$ cat src/design/gda_pkg.sv
// Types, constants and helper functions of the Gregorian date arithmetic block.
package gda_pkg;

  localparam int unsigned DAY_W  = 5;
  localparam int unsigned MON_W  = 4;
  localparam int unsigned YEAR_W = 14;
  localparam int unsigned ADD_W  = 16;
  localparam int unsigned DIFF_W = 23;
  localparam int unsigned ACC_W  = 25;

  localparam int unsigned MAX_YEAR_DEF = 9999;

  // Division by 100 through a reciprocal, exact for every 14-bit year.
  localparam int unsigned RECIP_W     = 13;
  localparam int unsigned RECIP_100   = 5243;
  localparam int unsigned RECIP_SHIFT = 19;
  localparam int unsigned CENTURY     = 100;
  localparam int unsigned Q_W         = 8;
  localparam int unsigned R_W         = 7;
  localparam logic [R_W-1:0] CENTURY_LAST = R_W'(CENTURY - 1);

  localparam int unsigned MCNT_W = 4;
  localparam int unsigned TERM_W = 4;

  localparam logic [MON_W-1:0] MON_JAN = MON_W'(1);
  localparam logic [MON_W-1:0] MON_FEB = MON_W'(2);
  localparam logic [MON_W-1:0] MON_APR = MON_W'(4);
  localparam logic [MON_W-1:0] MON_JUN = MON_W'(6);
  localparam logic [MON_W-1:0] MON_SEP = MON_W'(9);
  localparam logic [MON_W-1:0] MON_NOV = MON_W'(11);
  localparam logic [MON_W-1:0] MON_DEC = MON_W'(12);

  localparam logic [DAY_W-1:0] DAYS_28 = DAY_W'(28);
  localparam logic [DAY_W-1:0] DAYS_29 = DAY_W'(29);
  localparam logic [DAY_W-1:0] DAYS_30 = DAY_W'(30);
  localparam logic [DAY_W-1:0] DAYS_31 = DAY_W'(31);

  // Year terms: 365 * p as shifted copies, then p/4 - p/100 + p/400.
  localparam logic [TERM_W-1:0] T_P256 = TERM_W'(0);
  localparam logic [TERM_W-1:0] T_P64  = TERM_W'(1);
  localparam logic [TERM_W-1:0] T_P32  = TERM_W'(2);
  localparam logic [TERM_W-1:0] T_P8   = TERM_W'(3);
  localparam logic [TERM_W-1:0] T_P4   = TERM_W'(4);
  localparam logic [TERM_W-1:0] T_P1   = TERM_W'(5);
  localparam logic [TERM_W-1:0] T_PD4  = TERM_W'(6);
  localparam logic [TERM_W-1:0] T_PQ   = TERM_W'(7);
  localparam logic [TERM_W-1:0] T_PQ4  = TERM_W'(8);

  localparam logic signed [ACC_W-1:0] DIFF_HI = ACC_W'((1 << (DIFF_W - 1)) - 1);
  localparam logic signed [ACC_W-1:0] DIFF_LO = ~DIFF_HI;

  typedef enum logic [2:0] {
    S_IDLE,
    S_LDQ,
    S_LDR,
    S_DAY,
    S_MON,
    S_YEAR,
    S_WALK,
    S_DONE
  } gda_state_e;

  typedef enum logic [2:0] {
    OP_DAY,
    OP_ADD,
    OP_MCNT,
    OP_WALK,
    OP_YTERM
  } gda_op_e;

  typedef struct packed {
    logic              load;
    logic              sel_b;
    logic              ld_q;
    logic              ld_r;
    logic              acc_we;
    gda_op_e           op;
    logic              neg;
    logic              walk;
    logic [MCNT_W-1:0] mcnt;
    logic [TERM_W-1:0] term;
    logic              done;
  } gda_ctrl_t;

  typedef struct packed {
    logic             func;
    logic [MON_W-1:0] month;
    logic             year_zero;
    logic             walk_go;
  } gda_stat_t;

  function automatic logic [DAY_W-1:0] month_len(input logic [MON_W-1:0] m,
                                                 input logic leap);
    logic [DAY_W-1:0] len;
    case (m)
      MON_APR, MON_JUN, MON_SEP, MON_NOV: len = DAYS_30;
      MON_FEB: len = leap ? DAYS_29 : DAYS_28;
      default: len = DAYS_31;
    endcase
    return len;
  endfunction

endpackage

$ cat src/design/gda_ctrl.sv
// Sequencer that steps the shared adder through serial counts and the month walk.
module gda_ctrl (
  input  logic                clk_i,
  input  logic                rst_ni,
  input  logic                in_valid_i,
  input  logic                func_i,
  input  logic                out_free_i,
  input  gda_pkg::gda_stat_t  stat_i,
  output logic                in_ready_o,
  output gda_pkg::gda_ctrl_t  ctrl_o
);
  import gda_pkg::*;

  gda_state_e        state_q, state_d;
  logic              sel_b_q, sel_b_d;
  logic [MCNT_W-1:0] mcnt_q, mcnt_d;
  logic [TERM_W-1:0] term_q, term_d;

  always_ff @(posedge clk_i or negedge rst_ni) begin
    if (!rst_ni) begin
      state_q <= S_IDLE;
      sel_b_q <= 1'b0;
      mcnt_q  <= '0;
      term_q  <= '0;
    end else begin
      state_q <= state_d;
      sel_b_q <= sel_b_d;
      mcnt_q  <= mcnt_d;
      term_q  <= term_d;
    end
  end

  always_comb begin
    state_d     = state_q;
    sel_b_d     = sel_b_q;
    mcnt_d      = mcnt_q;
    term_d      = term_q;
    in_ready_o  = 1'b0;
    ctrl_o      = '0;
    ctrl_o.op   = OP_DAY;
    ctrl_o.sel_b = sel_b_q;
    ctrl_o.neg  = !sel_b_q;
    ctrl_o.mcnt = mcnt_q;
    ctrl_o.term = term_q;
    unique case (state_q)
      S_IDLE: begin
        in_ready_o = 1'b1;
        if (in_valid_i) begin
          ctrl_o.load = 1'b1;
          sel_b_d     = !func_i;
          state_d     = S_LDQ;
        end
      end
      S_LDQ: begin
        ctrl_o.ld_q = 1'b1;
        state_d     = S_LDR;
      end
      S_LDR: begin
        ctrl_o.ld_r = 1'b1;
        state_d     = S_DAY;
      end
      S_DAY: begin
        ctrl_o.acc_we = 1'b1;
        mcnt_d        = MCNT_W'(1);
        if (stat_i.func) begin
          ctrl_o.op  = OP_ADD;
          ctrl_o.neg = 1'b0;
          state_d    = S_WALK;
        end else begin
          ctrl_o.op = OP_DAY;
          state_d   = S_MON;
        end
      end
      S_MON: begin
        ctrl_o.op = OP_MCNT;
        if (mcnt_q < stat_i.month) begin
          ctrl_o.acc_we = 1'b1;
          mcnt_d        = mcnt_q + MCNT_W'(1);
        end else begin
          term_d  = T_P256;
          state_d = S_YEAR;
        end
      end
      S_YEAR: begin
        ctrl_o.op = OP_YTERM;
        if (stat_i.year_zero || term_q == T_PQ4) begin
          ctrl_o.acc_we = !stat_i.year_zero;
          if (sel_b_q) begin
            sel_b_d = 1'b0;
            state_d = S_LDQ;
          end else begin
            state_d = S_DONE;
          end
        end else begin
          ctrl_o.acc_we = 1'b1;
          term_d        = term_q + TERM_W'(1);
        end
      end
      S_WALK: begin
        ctrl_o.op  = OP_WALK;
        ctrl_o.neg = 1'b1;
        if (stat_i.walk_go) begin
          ctrl_o.acc_we = 1'b1;
          ctrl_o.walk   = 1'b1;
        end else begin
          state_d = S_DONE;
        end
      end
      S_DONE: begin
        if (out_free_i) begin
          ctrl_o.done = 1'b1;
          state_d     = S_IDLE;
        end
      end
      default: state_d = S_IDLE;
    endcase
  end

endmodule

$ cat config.mk
export PLATFORM = sky130hd
export DESIGN_NAME = gda_ctrl
export DESIGN_NICKNAME = d
export VERILOG_FILES = /design/src/design/gda_pkg.sv /design/src/design/gda_ctrl.sv
export SDC_FILE = /design/constraint.sdc
export NUM_CORES = 1
export LEC_CHECK = 0
export BUFFER_PORTS_ARGS = -buffer_cell sky130_fd_sc_hd__buf_4
export CAP_MARGIN = 30
export CORE_UTILIZATION = 44
export CTS_CLUSTER_DIAMETER = 60
export DETAILED_ROUTE_END_ITERATION = 12
export GPL_TIMING_DRIVEN = 1
export HOLD_SLACK_MARGIN = 0.06
export PLACE_DENSITY = 0.74
export SYNTH_ARGS = -nofsm -noshare
export SYNTH_HDL_FRONTEND = slang
export SYNTH_SLANG_ARGS = --single-unit
$ cat constraint.sdc
create_clock -name clk_i -period 1.6 [get_ports clk_i]
set_clock_uncertainty 0.2 [all_clocks]
set_input_delay 0.16 -clock clk_i [delete_from_list [all_inputs] [get_ports clk_i]]
set_output_delay 0.16 -clock clk_i [all_outputs]
set_load 0.01 [all_outputs]
# Word-level counts from Yosys, hierarchy flattened
# Index checks and enable logic that the tools add are counted.
word_totals:
  ff_bits: 12
  elab_cells: 65
  inputBits: 12
op_classes:
  n_lt_le_gt_ge: 1
  n_reduce_logical: 12
  n_eq_ne: 15
  add_sub_neg: 2
  mux: 31
op_table:
  columns: ["operator", "count"]
  rows:
  - ["3-bit case mux with 8 select lines", 1]
  - ["3-bit 2-to-1 mux", 6]
  - ["4-bit case mux with 2 select lines", 2]
  - ["4-bit case mux with 4 select lines", 1]
  - ["1-bit 2-to-1 mux", 15]
  - ["2-bit != test (second input constant)", 7]
  - ["3-bit == test (second input constant)", 4]
  - ["4-bit 2-to-1 mux", 3]
  - ["4-bit by 1-bit adder with 4-bit output (second input constant)", 2]
  - ["3-bit by 2-bit == test with 1-bit output (second input constant)", 2]
  - ["3-bit AND reduction", 2]
  - ["2-bit nonzero test", 3]
  - ["5-bit AND reduction", 1]
  - ["4-bit == test (second input constant)", 1]
  - ["4-bit < comparator", 1]
  - ["1-bit case mux with 2 select lines", 2]
  - ["3-bit by 1-bit == test with 1-bit output (second input constant)", 1]
  - ["1-bit logical NOT", 3]
  - ["3-bit logical NOT", 1]
  - ["2-bit 2-to-1 mux", 1]
  - ["2-bit AND reduction", 1]
  - ["1-bit logical OR", 1]

# Logic depth before layout (Yosys ltp)
# Gate-level depths: netlist of the first run.
depth:
  word_depth: 4
  ltp_mapped: 6
  mapped_depth_nobuf: 6

# Least setup slack after synthesis of the first run
# OpenSTA, ideal clock, no wires.
synth_path:
  kind: "flip-flop to flip-flop"
  from: "register mcnt_q[2]"
  to: "register state_q[0]"
  path_stages_with_launch: 6
  setup_ps: 120
  arrival_time_ps: 1490
  required_time_ps: 1280
  setup_slack_ps: -210
  path_cell_list: "dfrtp_1 > ha_1 > a21o_1 > a31oi_2 > o21ai_2 > a41o_1"
synth_via:
  elab_chain_cells: 3
synth_lines:
  columns: ["item", "line_no", "text"]
  rows:
  - ["start, declared", "gda_ctrl.sv:16", "logic [MCNT_W-1:0] mcnt_q, mcnt_d;"]
  - ["start signal, assigned", "gda_ctrl.sv:28", "mcnt_q <= mcnt_d;"]
  - ["4-bit < comparator", "gda_ctrl.sv:76", "if (mcnt_q < stat_i.month) begin"]
  - ["2-bit != test (no source line)", null, null]
  - ["5-bit AND reduction (no source line)", null, null]
  - ["end signal, assigned", "gda_ctrl.sv:26", "state_q <= state_d;"]
  - ["end, declared", "gda_ctrl.sv:14", "gda_state_e state_q, state_d;"]
# Every way passes these cells.
# A chain may end at the register's enable or synchronous reset.

==> impl_metrics.toml, run 1 <==
[worst_setup_path]
cp-startpoint = "mcnt_q[3]$_DFFE_PN0P_"
critPathCapture = "ctrl_o[14]"
crit_family = "flip-flops"
r2r-start = "mcnt_q[2]$_DFFE_PN0P_"
crit_slowest_cell = "dfrtp_1"
r2r_cells = 7
cp_cell_sequence = "ha_1 -> inv_1 -> o21ai_2 -> nand3b_1 -> buf_4"
startpoint_type = "flip-flop"
reg2reg_to = "term_q[0]$_DFFE_PN0P_"
crit_fanout = 6
critical_path_required_ps = 1240
path_class = "reg -> out"
rrSetupSlack_ps = -290
cp-end-kind = "output port"
max_stage_delay_ps = 420
critPathBufInv = 2
cp.depth = 5
cp.arrival_ps = 1680

[floorplan]
core-area_mm2 = 0.00200
die_width_um = 48.8
io_pins = 32
start_util_pct = 48.1
dieArea_mm2 = 0.00238
rows = 16
die_h_um = 48.8

[clocking]
clk_latency_ps = 280
cts_num_sinks = 12
numCtsBuffers = 3
root_buffer = "clkbuf_4"
clk_path_buf_depth = 2
clkTransAtPathRegs_ps = 90
tritoncts = "done"
htreeDepth = 1

[synthesis]
yosys_warnings = 0
postSynthCellCount = 110
async_reset_ff_share_pct = 100
synth_cell_type_count = 43
yosys.area_share.xor_xnor_pct = 0.910
ys.flop_type = "dfrtp_1"
synth_fa_ha_area_share_pct = 7.80
ys_seq_area_share_pct = 31.2
synth_enable_flop_cells = 0
synth_top_family_by_area = "compound AO/OA/AOI/OAI gates"
synth-compound-area-share_pct = 25.9
synth_mux_area_share_pct = 3.12
syn_nets = 128
synth_seq_cells = 12
syn_area_per_cell_um2 = 8.75
synth-simple-area-share_pct = 23.5
syn_area_um2 = 962

[routing]
first_iter_violations = 84
vias = 1376
totalWireLength_mm = 4.82
avgViaCountPerCell = 6.49
postRouteAntennaNets = 0
dr.pass1.iters = 5
wl_per_cell_um = 22.7
drc = 0

[sta]
rsz0062_at_grt = "yes"
setup_viol = 22
slew_headroom_pct = 77.2
max_freq_mhz = 490
worst_slew_pin_slew_ps = 340
min_period_ps = 2040
timing.final.ws_setup_ps = -440
hold_viol_final = 0
final_max_slew_viol_count = 0
finalSetupTns_ps = -3910
fin_crit_sh_pct = 127

[global_route]
overflow = 0
grt_pass1_wl_mm = 5.84
grtUsageTotal_pct = 32.4
grt_max_degree = 13
grt_pass1_vias = 1208
antenna_found_initial = 0

[final_layout]
syn_to_final_growth_pct = 87.5
final_core_utilization_pct = 90.1
diodes = 0
fill_cells = 83
drive_gt1_share_pct = 61.1
final_nets = 205

[power]
total_power_mw = 4.12
pwr_density_cell_mw_per_mm2 = 2280
ir_drop_mv = 1.56
p_leak_nw = 0.880

[place]
place_congestion = 0.811
numPortBuffers = 31
hpwl_mm = 2.04

[min_path]
hold_class = "in -> async"

[flow_run]
cap_violations = 0

[status]
status = "finished with violations"
violations = "negative setup slack"
worst reg2reg max path: stages (launching register included):
cell,delay (ps)
dfrtp_2,430
ha_4,280
a21o_1,160
a31oi_4,60
buf_4,160
buf_4,140
o211ai_1,180
o221ai_1,140
cell type report:
type / count / area (um2) / area share [%]
clock buffer: 3 / 22.5 / 1.25
timing repair buffer: 77 / 653 / 36.2
sequential: 12 / 305 / 16.9
tap: 27 / 33.8 / 1.87
multi-input combinational: 83 / 748 / 41.5
inverter: 10 / 41.3 / 2.29
synth_stat cells (all sizes together), types with 4 or more instances:
cell     n  area share (%)
o211ai   5             3.9
nand2   12             4.7
o21ai    5             3.0
ha       6             7.8
buf      4             3.2
inv     10             3.9
nor2     7             2.7
a21oi    4             2.1
dfrtp   12              31
registers in the layout, indices dropped and copies added, names as in the netlist:
name	cells
term_q	4
mcnt_q	4
state_q	3
sel_b_q	1
through the flow:
stage / cell area [um2] / hold slack (ps) / setup slack [ps] / std cells
2_1_floorplan: 988 / -336 / -120 / 110
3_3_place_gp: 1360 / -186 / -85.9 / 181
3_5_place_dp: 1360 / -185 / -130 / 181
4_1_cts: 1590 / 111 / -356 / 202
5_1_grt: 1800 / 95.4 / -451 / 212
6_report: 1800 / 70.0 / -440 / 212
worst min path at each step:
stage / from / end / slack, ps / cells after the start
2_1_floorplan: rst_ni / mcnt_q[0]$_DFFE_PN0P_ / -340 / 0
3_3_place_gp: rst_ni / mcnt_q[3]$_DFFE_PN0P_ / -190 / 1
3_5_place_dp: rst_ni / mcnt_q[3]$_DFFE_PN0P_ / -190 / 1
4_1_cts: stat_i[0] / state_q[2]$_DFFE_PN0P_ / 110 / 3
5_1_grt: rst_ni / mcnt_q[3]$_DFFE_PN0P_ / 100 / 2
6_report: rst_ni / mcnt_q[2]$_DFFE_PN0P_ / 70 / 2
metal layers:
layer  global-route usage (%)  up-vias  share of wire, %
met5                        0        -                 0
met4                     9.80        0               8.1
met3                     5.66       50                10
met2                     58.1      140                49
met1                     39.0      634                33
li1                         -      552                 -
report_power, final:
part           internal (mW)  switching [mW]
sequential             0.459           0.168
combinational           1.66            1.63
clock                 0.0872           0.114
cell usage in the layout (no fill, tap or decap), types with 2 or more instances in the layout:
cell type      instances
buf_4                 56
buf_6                 18
nand2_1                9
dfrtp_1                8
inv_1                  5
o211ai_1               5
inv_2                  4
a21oi_1                4
nor2_1                 4
ha_1                   4
dfrtp_2                4
nor2_4                 3
nor3_4                 3
mux2i_1                3
o21a_1                 3
clkbuf_4               3
dlygate4sd3_1          3
nand2b_4               2
nor2b_4                2
nand2_2                2
o21ai_0                2
nand3b_1               2
and3_1                 2
o21ai_1                2
nand3_1                2
nand4_1                2
ha_4                   2
timing repair:
action                     in CTS  in global routing
buffers inserted               14                 11
hold endpoints to repair       14                  0
pin swaps                       6                 11
hold buffers                    4                  0
setup endpoints to repair      19                 34
resized for setup              22                 34
cloned                          0                  0
logic make-up after synthesis:
family,count (synthesis)
adders and majority gates,6
AOI/OAI and AO/OA,33
and+or+nand+nor,40
xor gates and xnor gates,1
buffers and inverters,15
muxes,3
DFF,12
Note: power is estimated with default switching activity, not from simulation.
==> run 2, diff against run 1 <==
Settings changed: CORE_UTILIZATION 44 to 53, PLACE_DENSITY 0.74 to 0.83.
Clock period 1.6 ns to 2.5 ns, I/O delays scaled along.
==> run 2 against run 1 <==
- the run now ends clean
- clock-buffer cell count increased by 1
- critical path type unchanged
- worst setup slack better by 590 ps
- non-clock buffer count shrank 44
- largest power group unchanged
- first-iteration DRC count is 64% lower
- highest routed layer unchanged
==> impl_metrics.toml, run 2 (synthesis gave the netlist of run 1 again) <==
[status]
status = "finished clean"

[routing]
totalWireLength_mm = 2.32
avgViaCountPerCell = 5.75
postRouteAntennaNets = 0
dr.pass1.iters = 4
vias = 960
drc = 0
first_iter_violations = 30
wl_per_cell_um = 13.9

[floorplan]
core-area_mm2 = 0.00171
dieArea_mm2 = 0.00199
io_pins = 32
die_h_um = 44.6
die_width_um = 44.6
start_util_pct = 56.3
rows = 15

[sta]
hold_viol_final = 0
worst_slew_pin_slew_ps = 494
finalSetupTns_ps = 0
min_period_ps = 2350
slew_headroom_pct = 67.1
fin_crit_sh_pct = 93.9
final_max_slew_viol_count = 0
setup_viol = 0
max_freq_mhz = 426
rsz0062_at_grt = "no"

[clocking]
cts_num_sinks = 12
clk_path_buf_depth = 2
htreeDepth = 1
numCtsBuffers = 3
tritoncts = "done"
clkTransAtPathRegs_ps = 90
post_cts_buffers = 0
clk_latency_ps = 280
root_buffer = "clkbuf_4"

[global_route]
overflow = 0
grt_pass1_vias = 793
grtUsageTotal_pct = 25.8
antenna_found_initial = 0
grt_max_degree = 17
grt_pass1_wl_mm = 3.72

[final_layout]
fill_cells = 139
fin_area_mm2 = 0.00125
syn_to_final_growth_pct = 29.6
largestRegisters = "mcnt_q (4), term_q (4), state_q (3)"
drive_gt1_share_pct = 29.6
layout_commonest_cell = "buf_4"
diodes = 0
final_core_utilization_pct = 73.0
multi_input_area_um2 = 589
final_cell_mix = "31 x buf_4, 12 x nand2_1, 12 x dfrtp_1, 10 x inv_1, 7 x nor2_1"
finalNonFillerCells = 167
seqCellArea_um2 = 300
final_nets = 161

[flow_run]
cap_violations = 0

[worst_setup_path]
startpoint_type = "flip-flop"
cp_cell_sequence = "ha_1 -> a21o_1 -> a31oi_2 -> o21ai_2 -> nand3b_1 -> buf_4"
cp-end-kind = "output port"
critical_path_required_ps = 2050
max_stage_delay_ps = 430
path_class = "reg -> out"
crit_slowest_cell = "dfrtp_1"
cp.arrival_ps = 1900
crit_fanout = 7

[min_path]
hold_class = "in -> reg"

[place]
numPortBuffers = 31
place_congestion = 0.791
place_area_mm2 = 0.00119
hpwl_mm = 1.70
dp.cells = 161

[power]
p_leak_nw = 0.635
ir_drop_mv = 0.788
pwr_density_cell_mw_per_mm2 = 1260
## run 2: power by group
part / total, mW / internal (mW) / switching [mW]
clock network: 0.163 / 0.0887 / 0.0739
logic: 0.939 / 0.462 / 0.477
registers: 0.475 / 0.286 / 0.189
## run 2: routing by layer
layer | share of wire (%) | vias to the layer above | GRT usage, %
li1 | - | 466 | -
met1 | 47 | 449 | 34.9
met2 | 47 | 37 | 41.8
met3 | 5.1 | 8 | 6.12
met4 | 1.7 | 0 | 5.45
met5 | 0 | - | 0
## run 2: final timing paths
check / from / end / slack, ps / depth (start not counted)
setup / recovery: mcnt_q[2]$_DFFE_PN0P_ / ctrl_o[14] / 150 / 6
max in group asynchronous: rst_ni / state_q[1]$_DFFE_PN0P_ / 1790 / 2
hold reg to reg: mcnt_q[2]$_DFFE_PN0P_ / mcnt_q[2]$_DFFE_PN0P_ / 330 / 1
min in group asynchronous: rst_ni / term_q[2]$_DFFE_PN0P_ / 130 / 2
hold / removal: in_valid_i / sel_b_q$_DFFE_PN0P_ / 90 / 3
setup reg to reg: term_q[0]$_DFFE_PN0P_ / term_q[0]$_DFFE_PN0P_ / 570 / 6
## run 2: timing repair
item / CTS / global route
gates resized for setup: 0 / 0
hold buffers: 2 / 0
endpoints found under the hold margin: 13 / 0
## run 2: critical path, delay by kind of cell, from the launching register on
family	cells	cell delay [ps]
fa+ha+maj	1	320
buf+inv	1	120
compound gates	3	650
flops	1	430
simple gates	1	100
## run 2: cell type report
class,instances,area share [%]
Sequential cell,12,24.1
Inverter,10,3.01
Multi-Input combinational cell,83,47.2
Tap cell,25,2.51
Clock buffer,4,2.91
Timing Repair Buffer,33,20.3
## run 2: through the flow
stage	hold WS, ps	total power [mW]	setup slack, ps
2_1_floorplan	-246	1.08	627
4_1_cts	91.6	1.57	163
3_3_place_gp	-102	1.38	542
5_1_grt	107	1.72	52.0
3_5_place_dp	-98.2	1.41	488
6_report	85.9	1.58	152
