### config.mk
export PLATFORM = sky130hd
export DESIGN_NAME = gda_dpath
export DESIGN_NICKNAME = d
export VERILOG_FILES = /design/src/design/gda_pkg.sv /design/src/design/gda_dpath.sv
export SDC_FILE = /design/constraint.sdc
export NUM_CORES = 1
export LEC_CHECK = 0
export ABC_AREA = 1
export BUFFER_PORTS_ARGS = -buffer_cell sky130_fd_sc_hd__buf_4
export CAP_MARGIN = 10
export CORE_AREA = 5 5 211 111
export CTS_CLUSTER_SIZE = 20
export DETAILED_ROUTE_END_ITERATION = 16
export DIE_AREA = 0 0 216 116
export PLACE_DENSITY = 0.86
export SLEW_MARGIN = 20
export SYNTH_ARGS = -nofsm -noshare
export SYNTH_HDL_FRONTEND = slang
export SYNTH_SLANG_ARGS = --single-unit
### constraint.sdc
create_clock -name clk_i -period 8.58 [get_ports clk_i]
set_input_delay 0.429 -clock clk_i [delete_from_list [all_inputs] [get_ports clk_i]]
set_output_delay 0.429 -clock clk_i [all_outputs]
set_load 0.005 [all_outputs]
### src/design/gda_pkg.sv
// Types, constants and helper functions of the Gregorian date arithmetic block.
package gda_pkg;

  localparam int unsigned DAY_W  = 5;
  localparam int unsigned MON_W  = 4;
  localparam int unsigned YEAR_W = 14;
  localparam int unsigned ADD_W  = 16;
  localparam int unsigned DIFF_W = 23;
  localparam int unsigned ACC_W  = 25;

  localparam int unsigned MAX_YEAR_DEF = 9999;

  // Division by 100 through a reciprocal, exact for every 14-bit year.
  localparam int unsigned RECIP_W     = 13;
  localparam int unsigned RECIP_100   = 5243;
  localparam int unsigned RECIP_SHIFT = 19;
  localparam int unsigned CENTURY     = 100;
  localparam int unsigned Q_W         = 8;
  localparam int unsigned R_W         = 7;
  localparam logic [R_W-1:0] CENTURY_LAST = R_W'(CENTURY - 1);

  localparam int unsigned MCNT_W = 4;
  localparam int unsigned TERM_W = 4;

  localparam logic [MON_W-1:0] MON_JAN = MON_W'(1);
  localparam logic [MON_W-1:0] MON_FEB = MON_W'(2);
  localparam logic [MON_W-1:0] MON_APR = MON_W'(4);
  localparam logic [MON_W-1:0] MON_JUN = MON_W'(6);
  localparam logic [MON_W-1:0] MON_SEP = MON_W'(9);
  localparam logic [MON_W-1:0] MON_NOV = MON_W'(11);
  localparam logic [MON_W-1:0] MON_DEC = MON_W'(12);

  localparam logic [DAY_W-1:0] DAYS_28 = DAY_W'(28);
  localparam logic [DAY_W-1:0] DAYS_29 = DAY_W'(29);
  localparam logic [DAY_W-1:0] DAYS_30 = DAY_W'(30);
  localparam logic [DAY_W-1:0] DAYS_31 = DAY_W'(31);

  // Year terms: 365 * p as shifted copies, then p/4 - p/100 + p/400.
  localparam logic [TERM_W-1:0] T_P256 = TERM_W'(0);
  localparam logic [TERM_W-1:0] T_P64  = TERM_W'(1);
  localparam logic [TERM_W-1:0] T_P32  = TERM_W'(2);
  localparam logic [TERM_W-1:0] T_P8   = TERM_W'(3);
  localparam logic [TERM_W-1:0] T_P4   = TERM_W'(4);
  localparam logic [TERM_W-1:0] T_P1   = TERM_W'(5);
  localparam logic [TERM_W-1:0] T_PD4  = TERM_W'(6);
  localparam logic [TERM_W-1:0] T_PQ   = TERM_W'(7);
  localparam logic [TERM_W-1:0] T_PQ4  = TERM_W'(8);

  localparam logic signed [ACC_W-1:0] DIFF_HI = ACC_W'((1 << (DIFF_W - 1)) - 1);
  localparam logic signed [ACC_W-1:0] DIFF_LO = ~DIFF_HI;

  typedef enum logic [2:0] {
    S_IDLE,
    S_LDQ,
    S_LDR,
    S_DAY,
    S_MON,
    S_YEAR,
    S_WALK,
    S_DONE
  } gda_state_e;

  typedef enum logic [2:0] {
    OP_DAY,
    OP_ADD,
    OP_MCNT,
    OP_WALK,
    OP_YTERM
  } gda_op_e;

  typedef struct packed {
    logic              load;
    logic              sel_b;
    logic              ld_q;
    logic              ld_r;
    logic              acc_we;
    gda_op_e           op;
    logic              neg;
    logic              walk;
    logic [MCNT_W-1:0] mcnt;
    logic [TERM_W-1:0] term;
    logic              done;
  } gda_ctrl_t;

  typedef struct packed {
    logic             func;
    logic [MON_W-1:0] month;
    logic             year_zero;
    logic             walk_go;
  } gda_stat_t;

  function automatic logic [DAY_W-1:0] month_len(input logic [MON_W-1:0] m,
                                                 input logic leap);
    logic [DAY_W-1:0] len;
    case (m)
      MON_APR, MON_JUN, MON_SEP, MON_NOV: len = DAYS_30;
      MON_FEB: len = leap ? DAYS_29 : DAYS_28;
      default: len = DAYS_31;
    endcase
    return len;
  endfunction

endpackage

### src/design/gda_dpath.sv
// Datapath with the shared adder, the year-by-100 split and the walk counters.
module gda_dpath #(
  parameter int unsigned MAX_YEAR = gda_pkg::MAX_YEAR_DEF
) (
  input  logic                              clk_i,
  input  gda_pkg::gda_ctrl_t                ctrl_i,
  input  logic                              func_i,
  input  logic [gda_pkg::DAY_W-1:0]         day_a_i,
  input  logic [gda_pkg::MON_W-1:0]         month_a_i,
  input  logic [gda_pkg::YEAR_W-1:0]        year_a_i,
  input  logic [gda_pkg::DAY_W-1:0]         day_b_i,
  input  logic [gda_pkg::MON_W-1:0]         month_b_i,
  input  logic [gda_pkg::YEAR_W-1:0]        year_b_i,
  input  logic [gda_pkg::ADD_W-1:0]         add_days_i,
  output gda_pkg::gda_stat_t                stat_o,
  output logic signed [gda_pkg::DIFF_W-1:0] diff_days_o,
  output logic [gda_pkg::DAY_W-1:0]         res_day_o,
  output logic [gda_pkg::MON_W-1:0]         res_month_o,
  output logic [gda_pkg::YEAR_W-1:0]        res_year_o,
  output logic                              year_overflow_o
);
  import gda_pkg::*;

  localparam int unsigned YR_W = ($clog2(MAX_YEAR + 2) > YEAR_W) ?
                                 $clog2(MAX_YEAR + 2) : YEAR_W;
  localparam logic [YR_W-1:0] MAX_YR = YR_W'(MAX_YEAR);

  logic                      func_q;
  logic [DAY_W-1:0]          da_q, db_q;
  logic [MON_W-1:0]          ma_q, mb_q;
  logic [YEAR_W-1:0]         ya_q, yb_q;
  logic [ADD_W-1:0]          add_q;
  logic signed [ACC_W-1:0]   acc_q;
  logic [Q_W-1:0]            q_q;
  logic [R_W-1:0]            r_q;
  logic [MON_W-1:0]          mon_q;
  logic [YR_W-1:0]           yr_q;
  logic                      ovf_q;

  logic [DAY_W-1:0]          d_sel;
  logic [MON_W-1:0]          m_sel;
  logic [YEAR_W-1:0]         y_sel;
  logic [YEAR_W+RECIP_W-1:0] prod;
  logic [Q_W-1:0]            q_new;
  logic [YEAR_W-1:0]         q_x100;
  logic [YEAR_W-1:0]         rem;
  logic                      leap;
  logic [YEAR_W-1:0]         p;
  logic [Q_W-1:0]            pq;
  logic signed [ACC_W-1:0]   yterm;
  logic signed [ACC_W-1:0]   opnd;
  logic                      neg_eff;
  logic signed [ACC_W-1:0]   sum;
  logic [YR_W-1:0]           yr_inc;
  logic signed [ACC_W-1:0]   acc_sat;

  assign d_sel = ctrl_i.sel_b ? db_q : da_q;
  assign m_sel = ctrl_i.sel_b ? mb_q : ma_q;
  assign y_sel = ctrl_i.sel_b ? yb_q : ya_q;

  assign prod   = (YEAR_W+RECIP_W)'(y_sel) * (YEAR_W+RECIP_W)'(RECIP_100);
  assign q_new  = prod[RECIP_SHIFT +: Q_W];
  assign q_x100 = YEAR_W'(q_q) * YEAR_W'(CENTURY);
  assign rem    = y_sel - q_x100;

  assign leap = (r_q[1:0] == 2'b00) && ((r_q != '0) || (q_q[1:0] == 2'b00));
  assign p    = y_sel - YEAR_W'(1);
  assign pq   = (r_q == '0) ? q_q - Q_W'(1) : q_q;

  always_comb begin
    case (ctrl_i.term)
      T_P256:  yterm = ACC_W'(p) << 8;
      T_P64:   yterm = ACC_W'(p) << 6;
      T_P32:   yterm = ACC_W'(p) << 5;
      T_P8:    yterm = ACC_W'(p) << 3;
      T_P4:    yterm = ACC_W'(p) << 2;
      T_P1:    yterm = ACC_W'(p);
      T_PD4:   yterm = ACC_W'(p >> 2);
      T_PQ:    yterm = ACC_W'(pq);
      T_PQ4:   yterm = ACC_W'(pq >> 2);
      default: yterm = '0;
    endcase
  end

  always_comb begin
    unique case (ctrl_i.op)
      OP_DAY:   opnd = ACC_W'(d_sel);
      OP_ADD:   opnd = ACC_W'(add_q);
      OP_MCNT:  opnd = ACC_W'(month_len(ctrl_i.mcnt, leap));
      OP_WALK:  opnd = ACC_W'(month_len(mon_q, leap));
      OP_YTERM: opnd = yterm;
      default:  opnd = '0;
    endcase
  end

  assign neg_eff = ctrl_i.neg ^ ((ctrl_i.op == OP_YTERM) && (ctrl_i.term == T_PQ));
  assign sum     = neg_eff ? acc_q - opnd : acc_q + opnd;
  assign yr_inc  = yr_q + YR_W'(1);

  always_ff @(posedge clk_i) begin
    if (ctrl_i.load) begin
      func_q <= func_i;
      da_q   <= day_a_i;
      ma_q   <= month_a_i;
      ya_q   <= year_a_i;
      db_q   <= day_b_i;
      mb_q   <= month_b_i;
      yb_q   <= year_b_i;
      add_q  <= add_days_i;
      acc_q  <= func_i ? ACC_W'(day_a_i) : '0;
      mon_q  <= month_a_i;
      yr_q   <= YR_W'(year_a_i);
      ovf_q  <= YR_W'(year_a_i) > MAX_YR;
    end else begin
      if (ctrl_i.acc_we) begin
        acc_q <= sum;
      end
      if (ctrl_i.ld_q) begin
        q_q <= q_new;
      end
      if (ctrl_i.ld_r) begin
        r_q <= rem[R_W-1:0];
      end
      if (ctrl_i.walk) begin
        if (mon_q >= MON_DEC) begin
          mon_q <= MON_JAN;
          yr_q  <= yr_inc;
          ovf_q <= yr_inc > MAX_YR;
          if (r_q == CENTURY_LAST) begin
            r_q <= '0;
            q_q <= q_q + Q_W'(1);
          end else begin
            r_q <= r_q + R_W'(1);
          end
        end else begin
          mon_q <= mon_q + MON_W'(1);
        end
      end
    end
  end

  assign stat_o.func      = func_q;
  assign stat_o.month     = m_sel;
  assign stat_o.year_zero = (y_sel == '0);
  assign stat_o.walk_go   = !ovf_q && !sum[ACC_W-1] && (sum != '0);

  always_comb begin
    if (acc_q > DIFF_HI) begin
      acc_sat = DIFF_HI;
    end else if (acc_q < DIFF_LO) begin
      acc_sat = DIFF_LO;
    end else begin
      acc_sat = acc_q;
    end
  end

  always_comb begin
    diff_days_o     = '0;
    res_day_o       = '0;
    res_month_o     = '0;
    res_year_o      = '0;
    year_overflow_o = 1'b0;
    if (!func_q) begin
      diff_days_o = acc_sat[DIFF_W-1:0];
    end else if (ovf_q) begin
      res_day_o       = DAYS_31;
      res_month_o     = MON_DEC;
      res_year_o      = MAX_YR[YEAR_W-1:0];
      year_overflow_o = 1'b1;
    end else begin
      res_day_o   = acc_q[DAY_W-1:0];
      res_month_o = mon_q;
      res_year_o  = yr_q[YEAR_W-1:0];
    end
  end

endmodule

# --- Yosys cells after proc, flatten, opt, wreduce, memory -nomap -nowiden ---
# Index checks and enable logic that the tools add are counted.
classes:
  n_mux: 41
  bitwise_logic: 1
  n_reduce_logical: 21
  n_eq_ne: 23
  n_lt_le_gt_ge: 5
  n_mul: 2
  n_addsub: 9
op_table:
  columns: ["op", "count"]
  rows:
  - ["22-bit one-hot mux with 9 select lines", 1]
  - ["25-bit one-hot mux with 5 select lines", 1]
  - ["14-bit 2-to-1 mux", 6]
  - ["25-bit 2-to-1 mux", 3]
  - ["23-bit 2-to-1 mux", 3]
  - ["8-bit 2-to-1 mux", 5]
  - ["4-bit by 3-bit == test with 1-bit output (second input constant)", 8]
  - ["14-bit > comparator (second input constant)", 2]
  - ["7-bit 2-to-1 mux", 4]
  - ["14-bit by 13-bit multiplier with 27-bit output (second input constant)", 1]
  - ["25-bit adder", 1]
  - ["25-bit by 23-bit > comparator with 1-bit output (second input constant)", 1]
  - ["25-bit by 23-bit < comparator with 1-bit output (second input constant)", 1]
  - ["25-bit nonzero test", 1]
  - ["25-bit subtractor", 1]
  - ["4-bit 2-to-1 mux", 6]
  - ["4-bit == test (second input constant)", 5]
  - ["5-bit 2-to-1 mux", 4]
  - ["4-bit by 2-bit == test with 1-bit output (second input constant)", 4]
  - ["14-bit by 1-bit adder with 14-bit output (second input constant)", 1]
  - ["14-bit zero test", 1]
  - ["14-bit by 1-bit subtractor with 14-bit output (second input constant)", 1]
  - ["8-bit by 1-bit adder with 8-bit output (second input constant)", 1]
  - ["8-bit by 5-bit multiplier with 5-bit output (second input constant)", 1]
  - ["24 further kinds", 39]
totals:
  wordCells: 116
  input_bits: 83
  out_inout_bits: 54
  regBits: 122

# --- Logic depth before layout (Yosys ltp) ---
# Gate-level depths: netlist of run 1.
logic_depth:
  ltp_word: 11
  mapped_depth: 42
  mapped_depth_nobuf: 39

# --- Worst setup path before layout of run 1 ---
# No wires, ideal clock.
synth_timing:
  kind: "input to output"
  startpoint: "in ctrl_i[17] in the netlist's numbering"
  endpoint: "out stat_o[0] in the netlist's numbering"
  required_time_ns: 8.151
  slack_ns: 3.027
  t_arrival_ns: 5.124
  path_stages: 39
  path_cell_list: "buf_6 > buf_6 > buf_2 > nand2_1 > nand2_1 > inv_1 > ha_1 > inv_1 > nand3_1 > and2_1 > buf_6 > nand2_1 > o2111ai_1 > nand2_1 > nand4_1 > inv_1 > ha_1 > nand3_1 > [... 3 more ...] > inv_2 > o21ai_2 > xor2_1 > inv_1 > ha_1 > nand2_1 > nor2_1 > inv_1 > nor2_1 > nor2_1 > o21ai_0 > nand2_1 > nand2_1 > a31oi_1 > o21ai_0 > xor2_1 > nor2_1 > nor2_1"
synth_rtl:
  columns: ["element", "line_no", "source"]
  rows:
  - ["start: declaration", "gda_dpath.sv:6", "input gda_pkg::gda_ctrl_t ctrl_i,"]
  - ["end: declaration", "gda_dpath.sv:15", "output gda_pkg::gda_stat_t stat_o,"]

==> results of run 1 <==
-- path summary, 6_finish.rpt --
check                                  startpoint           endpoint  cells past startpoint
worst min-delay path                 month_b_i[2]  mb_q[2]$_DFFE_PP_                      1
worst max register to register  ya_q[6]$_DFFE_PP_   q_q[6]$_DFFE_PN_                     23
worst max-delay path                   ctrl_i[17]          stat_o[0]                     38
worst min register to register   r_q[4]$_DFFE_PN_   r_q[4]$_DFFE_PN_                      2
-- logic make-up (layout without fill, tap and decap cells) --
group | after synthesis | count (layout) | synth area share
AND/OR/NAND/NOR | 778 | 778 | 0.255
buffers and inverters | 327 | 464 | 0.0945
AO/OA/AOI/OAI | 247 | 247 | 0.105
adder cells (fa/ha/maj) | 220 | 220 | 0.238
flip-flops | 122 | 122 | 0.269
XOR/XNOR | 61 | 61 | 0.0392
-- layout by cell type (no fill, tap or decap), drive strengths merged, types with 5 or more instances in the layout --
cell type  count
a22oi          5
xor2          45
nand4         19
nor2         159
nor3          36
ha           155
edfxtp       122
fa            65
buf          140
o211ai        11
or2            8
xnor2         16
a31oi          5
clkinv         9
o31ai          5
nand3        138
a211oi        11
nand3b         6
o21ai         79
inv          297
nand2        403
a21oi        108
clkbuf        17
-- state kept, by name, indices dropped and copies added (netlist names) --
register,cells
acc_q,25
add_q,16
ya_q,14
yb_q,14
yr_q,14
q_q,8
r_q,7
da_q,5
db_q,5
ma_q,4
mb_q,4
mon_q,4
func_q,1
ovf_q,1
-- layer usage --
metal  track usage  vias to the layer above  routed length [um]
li1              -                     6029                   -
met1         0.544                     6165               19700
met2         0.461                      859               16100
met3         0.116                       52                6420
met4        0.0576                        4                 474
met5        0.0222                        -                  86
-- power by group --
group / switching [uW] / leakage [uW] / total (uW) / internal, uW
logic: 1950 / 0.00613 / 3120 / 1180
registers: 109 / 0.00123 / 927 / 818
clock network: 319 / 0.000288 / 729 / 410
-- metrics by stage --
stage / worst slack [ns] / total power [uW] / cell area [um2]
after global routing: 0.701 / 5220 / 15400
after detailed placement: 1.47 / 3930 / 14800
final: 1.23 / 4780 / 15400
after CTS: 1.40 / 4690 / 15400
after global placement: 1.51 / 3830 / 14800
after floorplan: 3.03 / 3100 / 13600
-- layout make-up --
class,count,area [um2]
clock buffers,17,425
clock inverters,15,154
fillers,1614,5820
inverters,292,1100
multi-input cells,1306,8690
flip-flops and latches,122,3660
well taps,280,350
repair buffers,140,1050
==> metrics, run 1 <==
Core Footprint=~21,000 um2; Slew Viols, Final=0; Post-Route WL=roughly 43,000 um; CP max-delay cell=o21ai_0; Post-synth ARST share=0; Critical Path AT=6.92 ns; hpwl dp=33,500 um; share of the synthesized area in the top cell type=0.269; fmax=0.136 GHz; largest net degree at the start of global routing=60; r2r setup slk=2.22 ns; Placed Cells=2,140; Max VDD drop=0.000336 V; die height=~120 um; 1st-iter DRT viols=1,849; CTS Sinks=122; Most Frequent Cell on Critical Path=nand2_1; final global-route overflow total=0; # hold bufs at CTS=0; Yosys reg bits=122; Worst Max-Slew Pin Slew=about 1.2 ns; fin crit period=7.35 ns; CP bufs+invs=9; CP Capture Type=primary output; clk buf depth=2; vias in the first global route=around 12k; sequential area share after synthesis=0.269; Mapped Cells=1,755; Most used DFF post-synth=edfxtp_1; final core occ=0.726; period utilization=0.856; DIE AREA=25,100 um2; RSZ-0062 raised after global routing=false; Critical Path RT=8.15 ns; Clk Latency, worst-skew pair=0.44 ns; P per Cell Area=310 nW/um2; Max H-tree Level=4; DR vias=13.1k; total CTS buffers=17; most common library cells after synthesis=380 x nand2_1, 275 x inv_1, 155 x ha_1, 148 x nor2_1, 130 x nand3_1; Core Rows=38; Ys Warns=0; Area Growth Syn to Fin=13.2%; # setup viols final=0; Worst Skew=around 0.013 ns; status=finished clean; IO Pins=137; area leader, netlist=edfxtp_1; Mean Syn Cell Area=7.77 um2; critical-path maximum fanout=28; layout cells sized above 1=0.135; EDFF count, synth=122; drt pass-1 iters=7; routability congestion estimate=1.04; Leakage=0.00765 uW; number of unique standard cell types used by synthesis=57; CTS resizes=0; Global Route Usage Sum=0.346; routed vias/inst=6.04; final-stage net count=2,182; non-filler cells, final=roughly 2.2k; Die W=around 220 um; Max transition margin=0.196; Remaining DRCs=0; final hold vios=0; n_diodes=0; most common cell in the synthesized netlist=nand2_1; CTS tree=done; CP delay by family, top=simple AND/OR/NAND/NOR gates; top post-synthesis cells by area=edfxtp_1 27%, ha_1 14%, nand2_1 10%; Setup Fix Bufs, Post-CTS=0; WL/cell=19.7 um; Fin Setup TNS=0 ns; max_cap viols=0; slowest cell delay on critical path=0.37 ns; kind of start point of the critical path=input pin; antenna violations before repair=1; post-route antenna net violation count=0; Setup CP Type=in2out; Hold/Removal Path Class=in2reg; Initial Util=0.641; first-pass GRT wire length=67,200 um; CTS Root Cell=clkbuf_16; Hold Slack=0.161 ns; clock slew at reported path FFs=0.06 ns; port buffer count=135; Post-Syn Nets=2,058; Syn Std Cell Area=13,600 um2
Power figures use the tool's default switching activity.
==> inputs of run 2 (changes only) <==
Settings changed: PLACE_DENSITY 0.86 to 0.94.
==> run 2 against run 1 <==
Effect of this change:
- die area stayed put
- largest power group unchanged
- maximum frequency shrank 0.91%
- cell count barely moved
- via count increased by 1.1%
- count of clock-buffer cells in the layout is the same
- combinational power is 1% higher
- critical endpoint unchanged
- global-route usage is 0.19 points lower
- sequential share of layout area shrank 0.052 points
==> metrics, run 2 (synthesis results as in run 1) <==
status=finished clean; Setup WS post-layout=1.17 ns (-0.0671 ns); routability congestion estimate=1.08 (+4.6%); Post-Route WL=42,700 um (-0.28%); Clk Latency, worst-skew pair=0.44 ns (about the same); Clock Power Share=0.163 (+0.010); Critical Path AT=6.98 ns (+0.06 ns); Hold/Removal Path Class=in2reg; RSZ-0062 raised after global routing=false; Switching Fraction=0.494 (-0.00303); fin crit period=7.41 ns (+0.0671 ns); max reg flops=25 (unchanged); layout cells sized above 1=0.135 (about the same); critical-path maximum fanout=28 (unchanged); Setup Fix Bufs, Post-CTS=0 (unchanged); CTS resizes=0 (unchanged); die height=116 um (unchanged); 1st-iter DRT viols=1,878 (+1.6%); Int Power=2470 uW (+2.7%); # hold bufs at CTS=0 (unchanged); NetSw=2410 uW (+1.5%); DR vias=13.2k (+1.1%); Most Frequent Cell on Critical Path=nand2_1; worst slack, placed=1.54 ns (+0.0692 ns); fill cell count=1,544 (-4.3%); Critical Path RT=8.15 ns (about the same); IO Pins=137 (unchanged); slowest cell delay on critical path=0.34 ns (-0.03 ns); Initial Util=0.641 (unchanged); first-pass GRT wire length=67,800 um (+0.91%); P per Cell Area=315 nW/um2 (+1.9%); largest net degree at the start of global routing=62 (+3.3%); port buffer count=135 (unchanged); drt pass-1 iters=7 (unchanged); instance area at placement=14,800 um2 (about the same); vias in the first global route=12.8k (+5.6%); most common cell after layout, fill and taps aside=nand2_1; # setup viols final=0 (unchanged); WL/cell=19.7 um (-0.23%); period utilization=0.864 (+0.00783); multi-input logic area=8680 um2 (about the same); Slew Viols, Final=0 (unchanged); final-stage net count=2,181 (-0.046%); Fin Setup TNS=0 ns (unchanged); n_diodes=0 (unchanged); top flop regs=acc_q x25, add_q x16; Setup CP Type=in2out; Die W=216 um (unchanged); Global Route Usage Sum=0.344 (-0.00189); final hold vios=0 (unchanged); CTS tree=done; clock slew at reported path FFs=0.07 ns (about the same); post-route antenna net violation count=0 (unchanged); Max H-tree Level=4 (unchanged); Remaining DRCs=0 (unchanged); cell area after layout=15,500 um2 (+0.22%); Max VDD drop=0.000330 V (-1.8%); Leakage=0.00765 uW (+0.12%); CP Capture Type=primary output; Core Rows=38 (unchanged); max_cap viols=0 (unchanged); Worst Skew=0.0117 ns (-0.00155 ns); Area Growth Syn to Fin=13.5%; kind of start point of the critical path=input pin; Top reg by flops=acc_q; total CTS buffers=17 (unchanged); Hold Slack=0.157 ns (-0.00423 ns); DIE AREA=25,100 um2 (unchanged); Core Footprint=21,300 um2 (unchanged); final global-route overflow total=0 (unchanged); most frequent cells in the layout=380 x nand2_1, 275 x inv_1, 155 x ha_1; sequential cell area=3660 um2 (unchanged); CTS Sinks=122 (unchanged); Max transition margin=0.231 (+0.0344); antenna violations before repair=0 (-1); CTS Root Cell=clkbuf_16; Reg power frac=0.190 (-0.004); Worst Max-Slew Pin Slew=1.15 ns (-0.0486 ns); hpwl dp=32,900 um (-1.9%); CP max-delay cell=nand2_1; routed vias/inst=6.10 (+1.1%); clk buf depth=2 (unchanged); fmax=0.135 GHz (-0.91%); Comb pwr share=0.647 (-0.006)
-- run 2: routing by layer --
| layer | global-route usage | up-vias | part of all wire |
|---|---|---|---|
| met2 | 0.480 | 1054 | 0.39 |
| met3 | 0.145 | 118 | 0.17 |
| met1 | 0.494 | 6056 | 0.42 |
| met5 | 0 | - | 0 |
| met4 | 0.0889 | 0 | 0.024 |
| li1 | - | 6020 | - |
-- run 2: cell type report --
type                       count  area share
sequential                   122       0.237
tap                          280      0.0227
timing repair buffer         139      0.0675
clock inverter                15      0.0130
inverter                     292      0.0710
clock buffer                  17      0.0275
multi-input combinational   1306       0.561
-- run 2: worst paths after layout --
check	start	end	slack, ns	depth (start not counted)
worst max-delay path	ctrl_i[17]	stat_o[0]	1.17	37
worst min-delay path	add_days_i[9]	add_q[9]$_DFFE_PP_	0.16	1
worst max register to register	r_q[0]$_DFFE_PN_	acc_q[23]$_SDFFCE_PP0P_	2.14	31
worst min register to register	mon_q[0]$_DFFE_PP_	mon_q[0]$_DFFE_PP_	0.67	1
-- run 2: critical path: cells and delay by family --
family | cells | cell delay (ns)
AOI/OAI and AO/OA | 6 | 1.09
xor gates and xnor gates | 2 | 0.43
adders and majority gates | 3 | 0.94
buffers and inverters | 8 | 1.25
and+or+nand+nor | 18 | 2.80
-- run 2: metrics by stage --
stage / total power (uW) / std cells / util
6_report: 4880 / 2171 / 0.728
5_1_grt: 5290 / 2171 / 0.728
4_1_cts: 4770 / 2171 / 0.728
3_5_place_dp: 3940 / 2139 / 0.698
3_3_place_gp: 3760 / 2139 / 0.698
2_1_floorplan: 3100 / 1755 / -
-- run 2: power by group through the flow --
stage	clock [uW]	combinational, uW	sequential, uW
after floorplan	0	2220	884
final	796	3160	927
after CTS	792	3060	921
after global placement	0	2830	926
after global routing	824	3520	937
after detailed placement	0	3010	930
==> inputs of run 3 (changes only) <==
Settings changed: ABC_AREA 1 to not set, CORE_AREA 5 5 211 111 to 5 5 205 108, DIE_AREA 0 0 216 116 to 0 0 210 113.
==> run 3 against run 2 <==
Effect of this change:
- die area decreased by 5.3%
- via count down 14%
- sequential power grew 3.8%
- largest cell class unchanged
==> metrics, run 3 <==
status=finished clean; post-route antenna net violation count=0 (unchanged); final core occ=0.734 (+0.00650); Worst Max-Slew Pin Slew=1.29 ns (+0.140 ns); Clock Power Share=0.153 (-0.010); P per Cell Area=323 nW/um2 (+2.3%); cell area after layout=14,800 um2 (-4.6%); Clk Latency, worst-skew pair=0.44 ns (about the same); Core Rows=37 (-2.6%); Post-Route WL=39,400 um (-7.8%); most frequent cells in the layout=155 x ha_1, 155 x buf_4, 140 x inv_1; Worst Skew=0.0126 ns (+0.000871 ns); Ys Warns=0 (unchanged); CTS Root Cell=clkbuf_16; max reg flops=25 (unchanged); WL/cell=22.6 um (+15%); port buffer count=135 (unchanged); period utilization=0.947 (+0.0831); DIE AREA=23,700 um2 (-5.3%); die height=113 um (-2.6%); Max VDD drop=0.000280 V (-15%); Max H-tree Level=4 (unchanged); max_cap viols=0 (unchanged); Mean Syn Cell Area=9.63 um2 (+24%); critical-path maximum fanout=8 (-71%); kind of start point of the critical path=flip-flop; largest family of logic cells by synthesized area=adder cells; routability congestion estimate=1.01 (-6.9%); Syn Std Cell Area=12,900 um2 (-5.7%); Top reg by flops=acc_q; routed vias/inst=6.56 (+7.5%); Int Power=2540 uW (+2.7%); drt pass-1 iters=6 (-1); vias in the first global route=11.1k (-13%); RSZ-0062 raised after global routing=false; Most used DFF post-synth=edfxtp_1; final hold vios=0 (unchanged); DR vias=11.4k (-14%); Comb pwr share=0.645 (-0.002); instance area at placement=14,100 um2 (-4.7%); Global Route Usage Sum=0.331 (-0.0125); first-pass GRT wire length=61,200 um (-9.7%); final global-route overflow total=0 (unchanged); compound-cell area share of the yosys netlist=0.172 (+0.0668); most common cell in the synthesized netlist=ha_1; largest net degree at the start of global routing=88 (+42%); # setup viols final=0 (unchanged); Remaining DRCs=0 (unchanged); Critical Path RT=8.15 ns (about the same); fill cell count=1,340 (-13%); most common library cells after synthesis=155 x ha_1, 140 x inv_1, 122 x edfxtp_1, 86 x nor2_1, 77 x nand2_1; n_diodes=0 (unchanged); Yosys reg bits=122 (unchanged); NetSw=2230 uW (-7.6%); IO Pins=137 (unchanged); layout cells sized above 1=0.156 (+0.0213); Hold/Removal Path Class=in2reg; Initial Util=0.640 (-0.00167); area leader, netlist=edfxtp_1; Post-Syn Nets=1,637 (-20%); hpwl dp=30,400 um (-7.5%); Core Footprint=20,100 um2 (-5.5%); final-stage net count=1,757 (-19%); simple-gate share of the synthesized area=0.148 (-0.107); Post-synth ARST share=0 (unchanged); clock slew at reported path FFs=0.06 ns (about the same); worst slack, placed=0.712 ns (-0.827 ns); Area Growth Syn to Fin=14.8%; number of unique standard cell types used by synthesis=88 (+54%); Mapped Cells=1,334 (-24%); Setup WS post-layout=0.454 ns (-0.713 ns); antenna violations before repair=1 (+1); fin crit period=8.13 ns (+0.713 ns); Power, Total=4760 uW (-2.4%); share of the synthesized area in the top cell type=0.285 (+0.0163); Fin Setup TNS=0 ns (unchanged); Critical Path AT=7.70 ns (+0.72 ns); Post-Synth XOR/XNOR Area=0.0559 (+0.0167); Switching Fraction=0.467 (-0.0265); Die W=210 um (-2.8%); EDFF count, synth=122 (unchanged); CP Capture Type=primary output; post-synthesis mux area share=0.0289 (+0.0289); total CTS buffers=17 (unchanged); Reg power frac=0.202 (+0.012); Setup CP Type=reg2out; top post-synthesis cells by area=edfxtp_1 29%, ha_1 15%, fa_1 10%; # hold bufs at CTS=0 (unchanged); Max transition margin=0.119 (-0.111); CTS tree=done; sequential area share after synthesis=0.285 (+0.0163); Slew Viols, Final=0 (unchanged); 1st-iter DRT viols=1,685 (-10%); clk buf depth=2 (unchanged); fmax=0.123 GHz (-8.8%); CTS Sinks=122 (unchanged); Adder-Cell Fraction of Synth Area=0.252 (+0.0144); Leakage=0.00652 uW (-15%); top flop regs=acc_q x25, add_q x16
==> run 3: repair_timing <==
action,CTS,global route
resized for setup,0,1
buffers inserted,0,0
endpoints found under the setup margin,0,1
==> run 3: path summary, 6_finish.rpt <==
check                   start                       to  slack (ns)  depth (start not counted)
max          r_q[0]$_DFFE_PN_                stat_o[0]        0.45                         26
min              month_b_i[1]        mb_q[1]$_DFFE_PP_        0.17                          1
max reg2reg  r_q[0]$_DFFE_PN_  acc_q[24]$_SDFFCE_PP0P_        1.43                         25
min reg2reg  r_q[6]$_DFFE_PN_         r_q[6]$_DFFE_PN_        0.66                          1
==> run 3: layer usage <==
metal | track usage | vias to the layer above | wire length, um
met1 | 0.482 | 5430 | 16300
li1 | - | 5106 | -
met3 | 0.134 | 76 | 6340
met5 | 0 | - | 20
met2 | 0.470 | 797 | 16100
met4 | 0.0647 | 2 | 674
==> run 3: area by class of cell <==
class / instances / area [um2] / area share
inverter: 142 / 533 / 0.0361
sequential: 122 / 3660 / 0.248
tap: 273 / 342 / 0.0232
clock buffer: 17 / 425 / 0.0288
clock inverter: 15 / 159 / 0.0108
timing repair buffer: 155 / 1160 / 0.0789
multi-input combinational: 1016 / 8470 / 0.574
==> run 3: cells by family (layout without fill, tap and decap cells) <==
logic type,count (synthesis),in the layout
adders and majority gates,220,220
xor gates and xnor gates,82,82
buffers and inverters,196,329
muxes,33,33
AOI/OAI and AO/OA,316,316
and+or+nand+nor,365,365
DFF,122,122
==> run 3: worst max-delay path, stage by stage, from the launching register on <==
cell and delay [ns]:
edfxtp_1 0.46, inv_1 0.09, ha_1 0.23, or4b_1 0.63, o41ai_2 0.48, a2111oi_0 0.24
a2111o_1 0.51, a21oi_2 0.21, nand3_1 0.16, and4b_1 0.37, nand4_1 0.13, or3_1 0.51
nand2_1 0.14, xor2_1 0.21, ha_1 0.34, a21oi_1 0.16, o21ai_0 0.11, a31oi_1 0.15
o21ai_0 0.19, a221o_1 0.44, a31oi_1 0.28, a21oi_1 0.17, xnor2_1 0.24, nand3_1 0.11
nor4_1 0.39, a211oi_1 0.15, buf_4 0.17
==> run 3: power groups by stage <==
stage | registers, uW | clock network (uW) | logic (uW)
6_report | 962 | 728 | 3070
3_5_place_dp | 964 | 0 | 2930
4_1_cts | 955 | 727 | 2990
3_3_place_gp | 958 | 0 | 2780
2_1_floorplan | 893 | 0 | 2080
5_1_grt | 972 | 754 | 3380
==> run 3: stage by stage <==
step                hold slack [ns]  std cells
finish                        0.166       1740
global route                  0.159       1740
CTS                           0.156       1740
detailed placement            0.608       1708
global placement              0.608       1708
floorplan                     0.528       1334
